<file path="config.mk">
export PLATFORM = sky130hd
export DESIGN_NAME = nmea_rmc_sentence_parser_unit
export DESIGN_NICKNAME = d
export VERILOG_FILES = /design/src/rtl/nrmc_pkg.sv /design/src/rtl/nmea_rmc_sentence_parser_unit.sv /design/src/rtl/nrmc_byte_parser.sv /design/src/rtl/nrmc_coord_convert.sv
export SDC_FILE = /design/constraint.sdc
export NUM_CORES = 2
export LEC_CHECK = 0
export BUFFER_PORTS_ARGS = -buffer_cell sky130_fd_sc_hd__buf_2
export CAP_MARGIN = 10
export CORE_MARGIN = 3
export CORE_UTILIZATION = 50
export DETAILED_ROUTE_END_ITERATION = 6
export PLACE_DENSITY = 0.76
export SLEW_MARGIN = 20
export SYNTH_ARGS = -nofsm -noshare
export SYNTH_HDL_FRONTEND = slang
export SYNTH_HIERARCHICAL = 1
export SYNTH_SLANG_ARGS = --single-unit
</file>
<file path="constraint.sdc">
create_clock -name aclk -period 25.5 [get_ports aclk]
set_input_delay 3.825 -clock aclk [delete_from_list [all_inputs] [get_ports aclk]]
set_output_delay 3.825 -clock aclk [all_outputs]
set_load 0.02 [all_outputs]
</file>
<file path="src/rtl/nrmc_pkg.sv">
// Shared types, character codes and scaling constants for the RMC sentence parser.
// Used by nrmc_byte_parser, nrmc_coord_convert and nmea_rmc_sentence_parser_unit.
// No dependencies.
package nrmc_pkg;

    // Character codes seen in the byte stream.
    localparam logic [7:0] CH_DOLLAR = 8'h24;
    localparam logic [7:0] CH_COMMA  = 8'h2C;
    localparam logic [7:0] CH_STAR   = 8'h2A;
    localparam logic [7:0] CH_LF     = 8'h0A;
    localparam logic [7:0] CH_CR     = 8'h0D;
    localparam logic [7:0] CH_POINT  = 8'h2E;
    localparam logic [7:0] CH_ZERO   = 8'h30;
    localparam logic [7:0] CH_NINE   = 8'h39;
    localparam logic [7:0] CH_SOUTH  = 8'h53;
    localparam logic [7:0] CH_WEST   = 8'h57;

    // Field numbers within a sentence.
    localparam logic [3:0] FLD_TAG    = 4'd0;
    localparam logic [3:0] FLD_TIME   = 4'd1;
    localparam logic [3:0] FLD_STATUS = 4'd2;
    localparam logic [3:0] FLD_LAT    = 4'd3;
    localparam logic [3:0] FLD_NS     = 4'd4;
    localparam logic [3:0] FLD_LON    = 4'd5;
    localparam logic [3:0] FLD_EW     = 4'd6;
    localparam logic [3:0] FLD_SPEED  = 4'd7;
    localparam logic [3:0] FLD_COURSE = 4'd8;
    localparam logic [3:0] FLD_DATE   = 4'd9;
    localparam logic [3:0] FLD_MODE   = 4'd12;
    localparam logic [3:0] FLD_LAST   = 4'd15;

    // Checksum capture counts.
    localparam logic [1:0] CHK_HIGH = 2'd2;
    localparam logic [1:0] CHK_LOW  = 2'd1;
    localparam logic [1:0] CHK_NONE = 2'd0;

    localparam int TAG_LEN     = 5;
    localparam int BCD_DIGITS  = 6;
    localparam int LAT_DEG_CH  = 2;
    localparam int LON_DEG_CH  = 3;
    localparam int MIN_FRAC    = 4;
    localparam int CENTI_FRAC  = 2;

    localparam int LAT_DEG_W = 7;
    localparam int LON_DEG_W = 10;
    localparam int LAT_W     = 31;
    localparam int LON_W     = 35;
    localparam int MIN_W     = 20;
    localparam int CENTI_W   = 16;

    localparam logic [MIN_W-1:0]   MIN_MAX   = 20'hFFFFF;
    localparam logic [CENTI_W-1:0] CENTI_MAX = 16'hFFFF;

    // Degrees times 1e7 plus minutes_e4 * 1000 / 60 = minutes_e4 * 50 / 3.
    localparam int          DEG_SCALE = 10000000;
    localparam int          MIN_MULT  = 50;
    localparam int          M50_W     = 26;
    localparam logic [31:0] RECIP3    = 32'hAAAAAAAB;
    localparam int          RECIP_SH  = 33;
    localparam int          QUOT_W    = 25;

    localparam int TDATA_W = 184;

    // Snapshot of everything a record needs, taken at the line feed.
    typedef struct packed {
        logic                 tag;
        logic [23:0]          time_bcd;
        logic [7:0]           status;
        logic [LAT_DEG_W-1:0] lat_deg;
        logic [MIN_W-1:0]     lat_min;
        logic                 lat_south;
        logic [LON_DEG_W-1:0] lon_deg;
        logic [MIN_W-1:0]     lon_min;
        logic                 lon_west;
        logic [CENTI_W-1:0]   speed;
        logic [CENTI_W-1:0]   course;
        logic [23:0]          date_bcd;
        logic [7:0]           mode;
        logic [15:0]          checksum;
    } rec_t;

    // Result of one decimal accumulation step.
    typedef struct packed {
        logic [MIN_W-1:0] acc;
        logic             seen;
        logic [2:0]       frac;
    } acc_step_t;

    function automatic logic [3:0] digit_of(input logic [7:0] b);
        digit_of = (b >= CH_ZERO && b <= CH_NINE) ? 4'(b - CH_ZERO) : 4'd0;
    endfunction

    function automatic logic [7:0] tag_char(input logic [2:0] p);
        unique case (p)
            3'd0:    tag_char = 8'h47;
            3'd1:    tag_char = 8'h50;
            3'd2:    tag_char = 8'h52;
            3'd3:    tag_char = 8'h4D;
            default: tag_char = 8'h43;
        endcase
    endfunction

    // Weight of the n-th minutes fraction digit, in units of 1e-4 minute.
    function automatic logic [9:0] frac_scale(input logic [1:0] n);
        unique case (n)
            2'd0:    frac_scale = 10'd1000;
            2'd1:    frac_scale = 10'd100;
            2'd2:    frac_scale = 10'd10;
            default: frac_scale = 10'd1;
        endcase
    endfunction

    // Date characters ddmmyy land in month-day-year digit order.
    function automatic logic [2:0] date_slot(input logic [2:0] p);
        unique case (p)
            3'd0:    date_slot = 3'd2;
            3'd1:    date_slot = 3'd3;
            3'd2:    date_slot = 3'd0;
            3'd3:    date_slot = 3'd1;
            3'd4:    date_slot = 3'd4;
            default: date_slot = 3'd5;
        endcase
    endfunction

endpackage

</file>
<file path="src/rtl/nmea_rmc_sentence_parser_unit.sv">
// Each record is registered in the snapshot, products, divide and output stages in turn.
// Throughput: one byte beat per cycle; records pass a four-deep pipeline (snapshot, products,
// divide, output register), so s_tready falls only when all four hold records and m_tready is low.
// Reset: synchronous, active-low aresetn clears the sentence state and all pipeline valids.
// Depends on nrmc_pkg, nrmc_byte_parser and nrmc_coord_convert.
module nmea_rmc_sentence_parser_unit
    import nrmc_pkg::*;
#(
    parameter int MAX_FIELD_CHARS = 16
) (
    input  logic               aclk,
    input  logic               aresetn,
    input  logic               s_tvalid,
    output logic               s_tready,
    // data_byte [7:0]
    input  logic [7:0]         s_tdata,
    output logic               m_tvalid,
    input  logic               m_tready,
    // sentence_is_rmc [0], utc_time_bcd [24:1], fix_status [32:25], latitude [63:33],
    // longitude [98:64], speed_centiknots [114:99], course_centidegrees [130:115],
    // date_bcd [154:131], mode_indicator [162:155], checksum_chars [178:163], zero pad
    output logic [TDATA_W-1:0] m_tdata
);

    logic               s_accept;
    logic               rec_valid;
    rec_t               rec;
    logic               s1_v_reg, s1_v_next;
    rec_t               s1_reg;
    logic               s2_v_reg, s2_v_next;
    rec_t               s2_reg;
    logic               s3_v_reg, s3_v_next;
    rec_t               s3_reg;
    logic               out_v_reg, out_v_next;
    logic [TDATA_W-1:0] tdata_reg, tdata_next;
    logic               rdy1, rdy2, rdy3;
    logic [LAT_W-1:0]   lat_coord;
    logic [LON_W-1:0]   lon_coord;

    // Stage can take a record when empty or when its contents move on.
    always_comb begin
        rdy3     = !out_v_reg || m_tready;
        rdy2     = !s3_v_reg || rdy3;
        rdy1     = !s2_v_reg || rdy2;
        s_tready = !s1_v_reg || rdy1;
        s_accept = s_tvalid && s_tready;
    end

    nrmc_byte_parser #(
        .MAX_FIELD_CHARS(MAX_FIELD_CHARS)
    ) u_parser (
        .aclk       (aclk),
        .aresetn    (aresetn),
        .beat_accept(s_accept),
        .beat_byte  (s_tdata),
        .rec_valid  (rec_valid),
        .rec        (rec)
    );

    nrmc_coord_convert #(
        .DEG_W(LAT_DEG_W),
        .OUT_W(LAT_W)
    ) u_lat_conv (
        .aclk     (aclk),
        .load_mult(rdy1 && s1_v_reg),
        .load_div (rdy2 && s2_v_reg),
        .deg      (s1_reg.lat_deg),
        .minutes  (s1_reg.lat_min),
        .negative (s1_reg.lat_south),
        .coord    (lat_coord)
    );

    nrmc_coord_convert #(
        .DEG_W(LON_DEG_W),
        .OUT_W(LON_W)
    ) u_lon_conv (
        .aclk     (aclk),
        .load_mult(rdy1 && s1_v_reg),
        .load_div (rdy2 && s2_v_reg),
        .deg      (s1_reg.lon_deg),
        .minutes  (s1_reg.lon_min),
        .negative (s1_reg.lon_west),
        .coord    (lon_coord)
    );

    // Pipeline valid tracking.
    always_comb begin
        s1_v_next  = rec_valid ? 1'b1 : (rdy1 ? 1'b0 : s1_v_reg);
        s2_v_next  = rdy1 ? s1_v_reg : s2_v_reg;
        s3_v_next  = rdy2 ? s2_v_reg : s3_v_reg;
        out_v_next = rdy3 ? s3_v_reg : out_v_reg;
    end

    // Output beat assembly.
    always_comb begin
        tdata_next = {5'b0, s3_reg.checksum, s3_reg.mode, s3_reg.date_bcd, s3_reg.course,
                      s3_reg.speed, lon_coord, lat_coord, s3_reg.status, s3_reg.time_bcd,
                      s3_reg.tag};
    end

    always_ff @(posedge aclk) begin
        if (!aresetn) begin
            s1_v_reg  <= 1'b0;
            s2_v_reg  <= 1'b0;
            s3_v_reg  <= 1'b0;
            out_v_reg <= 1'b0;
        end else begin
            s1_v_reg  <= s1_v_next;
            s2_v_reg  <= s2_v_next;
            s3_v_reg  <= s3_v_next;
            out_v_reg <= out_v_next;
        end
    end

    // Record payload moves with its valid bit.
    always_ff @(posedge aclk) begin
        if (rec_valid) begin
            s1_reg <= rec;
        end
        if (rdy1 && s1_v_reg) begin
            s2_reg <= s1_reg;
        end
        if (rdy2 && s2_v_reg) begin
            s3_reg <= s2_reg;
        end
        if (rdy3 && s3_v_reg) begin
            tdata_reg <= tdata_next;
        end
    end

    assign m_tvalid = out_v_reg;
    assign m_tdata  = tdata_reg;

    // The input stalls only when every stage holds a record and the output is held.
    a_stall_only_when_full: assert property (@(posedge aclk) disable iff (!aresetn)
        !s_tready |-> (m_tvalid && !m_tready && s1_v_reg && s2_v_reg && s3_v_reg))
        else $error("input stalled while the record pipeline had room");

    // Records start only from an accepted line feed beat.
    a_record_from_lf: assert property (@(posedge aclk) disable iff (!aresetn)
        rec_valid |-> (s_tvalid && s_tready && s_tdata == CH_LF))
        else $error("record started without an accepted line feed");

    // A new output beat always comes from the divide stage.
    a_out_from_stage3: assert property (@(posedge aclk) disable iff (!aresetn)
        $rose(m_tvalid) |-> $past(s3_v_reg))
        else $error("output beat appeared without a record in the last stage");

    // A blocked snapshot stage keeps its record.
    a_s1_holds: assert property (@(posedge aclk) disable iff (!aresetn)
        (s1_v_reg && !rdy1) |=> s1_v_reg)
        else $error("snapshot record lost while the pipeline was stalled");

endmodule

</file>
<file path="src/rtl/nrmc_byte_parser.sv">
// Per-byte sentence state: field tracking and decoding of the RMC fields that a record carries.
// Emits a record snapshot on the line feed that closes a sentence.
// Depends on nrmc_pkg.
module nrmc_byte_parser
    import nrmc_pkg::*;
#(
    parameter int MAX_FIELD_CHARS = 16
) (
    input  logic       aclk,
    input  logic       aresetn,
    input  logic       beat_accept,
    input  logic [7:0] beat_byte,
    output logic       rec_valid,
    output rec_t       rec
);

    localparam int CPOS_W = $clog2(MAX_FIELD_CHARS + 1);

    logic                 in_sentence_reg, in_sentence_next;
    logic [3:0]           field_reg, field_next;
    logic [CPOS_W-1:0]    cpos_reg, cpos_next;
    logic                 tag_reg, tag_next;
    logic [23:0]          time_reg, time_next;
    logic [7:0]           status_reg, status_next;
    logic [LAT_DEG_W-1:0] lat_deg_reg, lat_deg_next;
    logic [MIN_W-1:0]     lat_min_reg, lat_min_next;
    logic                 lat_south_reg, lat_south_next;
    logic [LON_DEG_W-1:0] lon_deg_reg, lon_deg_next;
    logic [MIN_W-1:0]     lon_min_reg, lon_min_next;
    logic                 lon_west_reg, lon_west_next;
    logic [CENTI_W-1:0]   speed_reg, speed_next;
    logic [CENTI_W-1:0]   course_reg, course_next;
    logic [2:0]           frac_reg, frac_next;
    logic                 seen_reg, seen_next;
    logic [23:0]          date_reg, date_next;
    logic [7:0]           mode_reg, mode_next;
    logic [15:0]          chk_reg, chk_next;
    logic [1:0]           star_reg, star_next;

    // Minutes accumulate as minutes times 1e4, saturating at the 20-bit limit.
    function automatic acc_step_t min_step(input logic [MIN_W-1:0] m, input logic [7:0] b,
                                           input logic seen, input logic [2:0] frac);
        acc_step_t  r;
        logic [3:0]  d;
        logic [23:0] v;
        d      = digit_of(b);
        r.acc  = m;
        r.seen = seen;
        r.frac = frac;
        v      = '0;
        if (b == CH_POINT && !seen) begin
            r.seen = 1'b1;
        end else if (!seen) begin
            v     = 24'(m) * 24'd10 + 24'(d) * 24'd10000;
            r.acc = (v > 24'(MIN_MAX)) ? MIN_MAX : v[MIN_W-1:0];
        end else if (frac < 3'(MIN_FRAC)) begin
            v      = 24'(m) + 24'(d) * 24'(frac_scale(frac[1:0]));
            r.frac = frac + 3'd1;
            r.acc  = (v > 24'(MIN_MAX)) ? MIN_MAX : v[MIN_W-1:0];
        end
        min_step = r;
    endfunction

    // Speed and course accumulate in hundredths, saturating at 16 bits.
    function automatic acc_step_t centi_step(input logic [CENTI_W-1:0] a, input logic [7:0] b,
                                             input logic seen, input logic [2:0] frac);
        acc_step_t  r;
        logic [3:0]  d;
        logic [19:0] v;
        d      = digit_of(b);
        r.acc  = MIN_W'(a);
        r.seen = seen;
        r.frac = frac;
        v      = '0;
        if (b == CH_POINT && !seen) begin
            r.seen = 1'b1;
        end else if (!seen) begin
            v     = 20'(a) * 20'd10 + 20'(d) * 20'd100;
            r.acc = MIN_W'((v > 20'(CENTI_MAX)) ? CENTI_MAX : v[CENTI_W-1:0]);
        end else if (frac < 3'(CENTI_FRAC)) begin
            v      = 20'(a) + ((frac == 3'd0) ? 20'(d) * 20'd10 : 20'(d));
            r.frac = frac + 3'd1;
            r.acc  = MIN_W'((v > 20'(CENTI_MAX)) ? CENTI_MAX : v[CENTI_W-1:0]);
        end
        centi_step = r;
    endfunction

    // Next state for one accepted byte.
    always_comb begin
        acc_step_t  st;
        logic [3:0] d;
        logic       is_term;
        in_sentence_next = in_sentence_reg;
        field_next       = field_reg;
        cpos_next        = cpos_reg;
        tag_next         = tag_reg;
        time_next        = time_reg;
        status_next      = status_reg;
        lat_deg_next     = lat_deg_reg;
        lat_min_next     = lat_min_reg;
        lat_south_next   = lat_south_reg;
        lon_deg_next     = lon_deg_reg;
        lon_min_next     = lon_min_reg;
        lon_west_next    = lon_west_reg;
        speed_next       = speed_reg;
        course_next      = course_reg;
        frac_next        = frac_reg;
        seen_next        = seen_reg;
        date_next        = date_reg;
        mode_next        = mode_reg;
        chk_next         = chk_reg;
        star_next        = star_reg;
        rec_valid        = 1'b0;
        d                = digit_of(beat_byte);
        st               = '0;
        is_term          = (beat_byte == CH_LF) || (beat_byte == CH_COMMA)
                           || (beat_byte == CH_STAR);

        if (beat_accept) begin
            if (beat_byte == CH_DOLLAR) begin
                // Start of a sentence clears every accumulator.
                in_sentence_next = 1'b1;
                field_next       = '0;
                cpos_next        = '0;
                tag_next         = 1'b1;
                time_next        = '0;
                status_next      = '0;
                lat_deg_next     = '0;
                lat_min_next     = '0;
                lat_south_next   = 1'b0;
                lon_deg_next     = '0;
                lon_min_next     = '0;
                lon_west_next    = 1'b0;
                speed_next       = '0;
                course_next      = '0;
                frac_next        = '0;
                seen_next        = 1'b0;
                date_next        = '0;
                mode_next        = '0;
                chk_next         = '0;
                star_next        = CHK_NONE;
            end else if (in_sentence_reg && beat_byte != CH_CR) begin
                // A tag field that ends short cannot be GPRMC.
                if (is_term && field_reg == FLD_TAG && cpos_reg < CPOS_W'(TAG_LEN)) begin
                    tag_next = 1'b0;
                end
                priority if (beat_byte == CH_LF) begin
                    rec_valid        = 1'b1;
                    in_sentence_next = 1'b0;
                end else if (beat_byte == CH_COMMA) begin
                    if (field_reg != FLD_LAST) begin
                        field_next = field_reg + 4'd1;
                    end
                    cpos_next = '0;
                    frac_next = '0;
                    seen_next = 1'b0;
                    star_next = CHK_NONE;
                end else if (beat_byte == CH_STAR) begin
                    chk_next  = '0;
                    star_next = CHK_HIGH;
                end else if (star_reg != CHK_NONE) begin
                    // Checksum characters, first one into the upper byte.
                    if (star_reg == CHK_HIGH) begin
                        chk_next = chk_reg | {beat_byte, 8'h00};
                    end else begin
                        chk_next = chk_reg | {8'h00, beat_byte};
                    end
                    star_next = star_reg - 2'd1;
                end else if (cpos_reg < CPOS_W'(MAX_FIELD_CHARS)) begin
                    cpos_next = cpos_reg + CPOS_W'(1);
                    case (field_reg)
                        FLD_TAG: begin
                            if (cpos_reg < CPOS_W'(TAG_LEN)
                                && beat_byte != tag_char(cpos_reg[2:0])) begin
                                tag_next = 1'b0;
                            end
                        end
                        FLD_TIME: begin
                            for (int i = 0; i < BCD_DIGITS; i++) begin
                                if (cpos_reg == CPOS_W'(i)) begin
                                    time_next[4*(BCD_DIGITS-1-i) +: 4] =
                                        time_reg[4*(BCD_DIGITS-1-i) +: 4] | d;
                                end
                            end
                        end
                        FLD_STATUS: begin
                            if (cpos_reg == '0) begin
                                status_next = beat_byte;
                            end
                        end
                        FLD_LAT: begin
                            if (cpos_reg < CPOS_W'(LAT_DEG_CH)) begin
                                lat_deg_next = LAT_DEG_W'(lat_deg_reg * LAT_DEG_W'(10)
                                                          + LAT_DEG_W'(d));
                            end else begin
                                st           = min_step(lat_min_reg, beat_byte, seen_reg,
                                                        frac_reg);
                                lat_min_next = st.acc;
                                seen_next    = st.seen;
                                frac_next    = st.frac;
                            end
                        end
                        FLD_NS: begin
                            if (cpos_reg == '0) begin
                                lat_south_next = (beat_byte == CH_SOUTH);
                            end
                        end
                        FLD_LON: begin
                            if (cpos_reg < CPOS_W'(LON_DEG_CH)) begin
                                lon_deg_next = LON_DEG_W'(lon_deg_reg * LON_DEG_W'(10)
                                                          + LON_DEG_W'(d));
                            end else begin
                                st           = min_step(lon_min_reg, beat_byte, seen_reg,
                                                        frac_reg);
                                lon_min_next = st.acc;
                                seen_next    = st.seen;
                                frac_next    = st.frac;
                            end
                        end
                        FLD_EW: begin
                            if (cpos_reg == '0) begin
                                lon_west_next = (beat_byte == CH_WEST);
                            end
                        end
                        FLD_SPEED: begin
                            st         = centi_step(speed_reg, beat_byte, seen_reg, frac_reg);
                            speed_next = st.acc[CENTI_W-1:0];
                            seen_next  = st.seen;
                            frac_next  = st.frac;
                        end
                        FLD_COURSE: begin
                            st          = centi_step(course_reg, beat_byte, seen_reg, frac_reg);
                            course_next = st.acc[CENTI_W-1:0];
                            seen_next   = st.seen;
                            frac_next   = st.frac;
                        end
                        FLD_DATE: begin
                            for (int i = 0; i < BCD_DIGITS; i++) begin
                                if (cpos_reg == CPOS_W'(i)) begin
                                    date_next[4*(BCD_DIGITS-1-date_slot(3'(i))) +: 4] =
                                        date_reg[4*(BCD_DIGITS-1-date_slot(3'(i))) +: 4] | d;
                                end
                            end
                        end
                        FLD_MODE: begin
                            if (cpos_reg == '0) begin
                                mode_next = beat_byte;
                            end
                        end
                        default: begin
                        end
                    endcase
                end
            end
        end
    end

    // Record snapshot; the tag flag includes the check made by this line feed.
    always_comb begin
        rec.tag       = tag_next;
        rec.time_bcd  = time_reg;
        rec.status    = status_reg;
        rec.lat_deg   = lat_deg_reg;
        rec.lat_min   = lat_min_reg;
        rec.lat_south = lat_south_reg;
        rec.lon_deg   = lon_deg_reg;
        rec.lon_min   = lon_min_reg;
        rec.lon_west  = lon_west_reg;
        rec.speed     = speed_reg;
        rec.course    = course_reg;
        rec.date_bcd  = date_reg;
        rec.mode      = mode_reg;
        rec.checksum  = chk_reg;
    end

    // State registers.
    always_ff @(posedge aclk) begin
        if (!aresetn) begin
            in_sentence_reg <= 1'b0;
            field_reg       <= '0;
            cpos_reg        <= '0;
            tag_reg         <= 1'b0;
            time_reg        <= '0;
            status_reg      <= '0;
            lat_deg_reg     <= '0;
            lat_min_reg     <= '0;
            lat_south_reg   <= 1'b0;
            lon_deg_reg     <= '0;
            lon_min_reg     <= '0;
            lon_west_reg    <= 1'b0;
            speed_reg       <= '0;
            course_reg      <= '0;
            frac_reg        <= '0;
            seen_reg        <= 1'b0;
            date_reg        <= '0;
            mode_reg        <= '0;
            chk_reg         <= '0;
            star_reg        <= CHK_NONE;
        end else begin
            in_sentence_reg <= in_sentence_next;
            field_reg       <= field_next;
            cpos_reg        <= cpos_next;
            tag_reg         <= tag_next;
            time_reg        <= time_next;
            status_reg      <= status_next;
            lat_deg_reg     <= lat_deg_next;
            lat_min_reg     <= lat_min_next;
            lat_south_reg   <= lat_south_next;
            lon_deg_reg     <= lon_deg_next;
            lon_min_reg     <= lon_min_next;
            lon_west_reg    <= lon_west_next;
            speed_reg       <= speed_next;
            course_reg      <= course_next;
            frac_reg        <= frac_next;
            seen_reg        <= seen_next;
            date_reg        <= date_next;
            mode_reg        <= mode_next;
            chk_reg         <= chk_next;
            star_reg        <= star_next;
        end
    end

endmodule

</file>
<file path="src/rtl/nrmc_coord_convert.sv">
// Two-stage conversion of degrees and minutes_e4 to signed degrees times 1e7.
// Stage one forms the products, stage two divides by three with a reciprocal.
// Depends on nrmc_pkg.
module nrmc_coord_convert
    import nrmc_pkg::*;
#(
    parameter int DEG_W = 7,
    parameter int OUT_W = 31
) (
    input  logic             aclk,
    input  logic             load_mult,
    input  logic             load_div,
    input  logic [DEG_W-1:0] deg,
    input  logic [MIN_W-1:0] minutes,
    input  logic             negative,
    output logic [OUT_W-1:0] coord
);

    localparam int DP_W = DEG_W + 24;

    logic [OUT_W-1:0]  degp_reg, degp_next;
    logic [M50_W-1:0]  m50_reg, m50_next;
    logic              neg2_reg;
    logic [OUT_W-1:0]  degp3_reg;
    logic [QUOT_W-1:0] quot_reg, quot_next;
    logic              neg3_reg;
    logic [M50_W+31:0] recip_prod;
    logic [OUT_W-1:0]  mag;

    // Degrees times 1e7 and minutes_e4 times 50.
    always_comb begin
        degp_next = OUT_W'(DP_W'(deg) * DP_W'(DEG_SCALE));
        m50_next  = M50_W'(minutes) * M50_W'(MIN_MULT);
    end

    // Division by three through the rounded-up reciprocal of 2^33 / 3.
    always_comb begin
        recip_prod = (M50_W+32)'(m50_reg) * (M50_W+32)'(RECIP3);
        quot_next  = QUOT_W'(recip_prod >> RECIP_SH);
    end

    always_ff @(posedge aclk) begin
        if (load_mult) begin
            degp_reg <= degp_next;
            m50_reg  <= m50_next;
            neg2_reg <= negative;
        end
        if (load_div) begin
            degp3_reg <= degp_reg;
            quot_reg  <= quot_next;
            neg3_reg  <= neg2_reg;
        end
    end

    // Sum and apply the hemisphere sign.
    always_comb begin
        mag   = degp3_reg + OUT_W'(quot_reg);
        coord = neg3_reg ? (~mag + OUT_W'(1)) : mag;
    end

endmodule
</file>
==> impl_metrics.toml <==
[critical_path]
cp_data_arrival_time_ns = 10.60
slowest_stage = "fa_1"
crit_fanout = 26
timing.critical_path.mode_cell = "fa_1"
worst_r2r_path_depth = 24
max_stage_delay_ns = 0.57
worstSetupPathType = "primary input to flip-flop"
end_kind = "flip-flop"
r2r_slack_ns = 17.09
startpoint_type = "primary input"
crit_path_cell_trace = "buf_2, nor2_1, and3_1, nand3_1, clkinv_1, buf_4, nand2_1, fa_1, fa_1, fa_1, inv_1, ha_1, a21o_1, a211oi_1, o31ai_1, a311o_1, a21oi_1, o21ai_1, or3_1, a21oi_1, a211oi_1"
required_ns = 26.07

[cts]
hold_buffers = 0
cts.sink_count = 975
cts_max_level = 3
clk_pin_slew_worst_paths_ns = 0.06
clock_path_buffers = 3
cts_root_buffer = "clkbuf_16"
cts_made_buffers = 102
clkLatencyLatePin_ns = 0.73
post_cts_buffers = 0
cts-resized-gates = 0
cts_tree = "done"

[yosys]
netlist_top_cells_area = "edfxtp_1, ha_1, fa_1"
yosys_most_used_dff = "edfxtp_1"
syn_inst = 6556
async_reset_ff_share_pct = 0
avgSynthCellArea_sq_um = 11.1
syn_area_sq_mm = 0.0724
synth_largest_area_cell = "edfxtp_1"
synth_edf_count = 783
synth.distinct_cells = 110
synthDominantCellAreaShare_pct = 32.5
ys_warn_count = 6
synth-seq-cells = 975
synth_commonest_cells = "inv_1, ha_1, edfxtp_1"
yosysMostFrequentCell = "inv_1"
seq_area_frac_synth_pct = 37.8

[routing]
drt_iter0_drc = 3182
via_count = 48000
ant_nets = 0
drtPass1Iterations = 6
wl_per_cell_microns = 17.7
drc_errors = 0
via_per_inst = 5.47
drt_wl_total_mm = 155

[cells_and_area]
largest_reg_flops = 179
area_growth_pct = 9.33
drive_gt1_share_pct = 7.05
fin_area_sq_mm = 0.0792
fin_nets = 8311
fin_util_pct = 55.1

[timing]
tightestPinTransition_ns = 1.12
slew_headroom_pct = 25.1
hold_viol_final = 0
rsz0062_at_grt = "false"
finalSetupViolCount = 0
fin_crit_ns = 10.03
clock_skew_ns = 0.0485
final.setup.tns_ns = 0
slew_violations = 0
max_clock_freq_mhz = 99.7
period_share_pct = 39.3

[grt]
grt_max_degree = 147
antenna_found_initial = 9
grt_pass1_vias = 48600
grt-ovfl-total = 0
grt_usage_pct = 20.8
grt_pass1_wl_mm = 253

[floorplan]
placementRows = 139
dieArea_sq_mm = 0.149
num_io_pins = 198
initial_core_util_pct = 50.4
fp.dieH_microns = 387
fp.coreArea_sq_mm = 0.144
die-width_microns = 387

[flow_run]
drv_cap = 0

[pwr]
ir_worst_vdd_mv = 0.0539
powerDensity_mw_per_mm2 = 41.5
p_leak_nw = 36.4

[place]
dpl_cell_area_sq_mm = 0.0756
post-dp-hpwl_mm = 121
gp_congestion = 0.908
io_buffer_count = 192

[min_path]
whs_path_depth = 0
hold_class = "flip-flop to flip-flop"

[run_status]
status = "finished, final reports clean"
metrics by stage:
| step | hold slack (ns) | worst slack [ns] | total power [W] | cells |
|---|---|---|---|---|
| final | 0.403 | 15.47 | 0.00329 | 8772 |
| after global routing | 0.412 | 15.10 | 0.00339 | 8766 |
| after CTS | 0.410 | 15.48 | 0.00333 | 8764 |
| after detailed placement | 0.405 | 14.71 | 0.00175 | 8572 |
| after global placement | 0.401 | 14.84 | 0.00175 | 8572 |
| after floorplan | 0.400 | 11.13 | 0.00174 | 6560 |
per-layer routing:
metal	GRT usage, %	vias up	share of wire (%)
met5	0	-	0.027
met4	5.69	6	2.8
met3	3.51	268	5.4
met2	35.1	1161	47
met1	27.9	23300	44
li1	-	23300	-
worst max-delay path, delay by kind of cell:
kind | cells | cell delay [ns]
AO/OA/AOI/OAI | 8 | 2.38
adder cells (fa/ha/maj) | 4 | 1.95
AND/OR/NAND/NOR | 5 | 1.72
buffers and inverters | 4 | 0.68
final timing paths:
check                           from                        to
max                       s_tdata[6]  u_parser/lon_min_reg[15]
min          u_lon_conv/degp_reg[31]  u_lon_conv/degp3_reg[31]
max reg2reg   u_lon_conv/m50_reg[22]   u_lon_conv/quot_reg[24]
min reg2reg  u_lon_conv/degp_reg[31]  u_lon_conv/degp3_reg[31]
where the power goes:
part           switching (W)  internal (W)   total, W
Clock               0.000650      0.000918    0.00157
Combinational      0.0000208    0.00000646  0.0000273
Sequential      0.0000000567       0.00169    0.00169
area by class of cell:
class	count	area (sq um)
fill	11900	64600
multi-input combinational	4369	40500
sequential	975	27400
inverter	1110	4170
clock buffer	119	2640
tap	1903	2380
timing repair buffer	217	1160
clock inverter	73	963
antenna	6	15.0
kinds of logic (layout without fill, tap and decap cells):
group	after synthesis	count (layout)	share of synthesized area, %
multiplexers	26	26	0.366
flip-flops	975	975	37.8
buffers and inverters	1216	1519	6.41
AND/OR/NAND/NOR	1200	1200	8.11
AO/OA/AOI/OAI	1224	1224	11.3
XOR/XNOR	390	390	4.71
adder cells (fa/ha/maj)	1524	1524	31.4
other	1	11	0.00518
placed cells by master, fill, tap and decap left out, types with 29 or more instances in the layout:
cell type / n
a211oi_1: 33
a21o_1: 142
a21oi_1: 379
a31oi_1: 38
and2_1: 41
and3_1: 50
buf_2: 192
clkbuf_16: 102
dfxtp_1: 192
edfxtp_1: 783
fa_1: 487
ha_1: 1037
inv_1: 1105
nand2_1: 275
nand2b_1: 52
nand3_1: 96
nand4_1: 36
nor2_1: 370
nor2b_1: 47
nor3_1: 82
o211ai_1: 35
o21a_1: 48
o21ai_0: 182
o21bai_1: 44
o31ai_1: 42
or3_1: 29
xnor2_1: 279
xor2_1: 111
No activity file was read; power rests on OpenSTA's default activity.
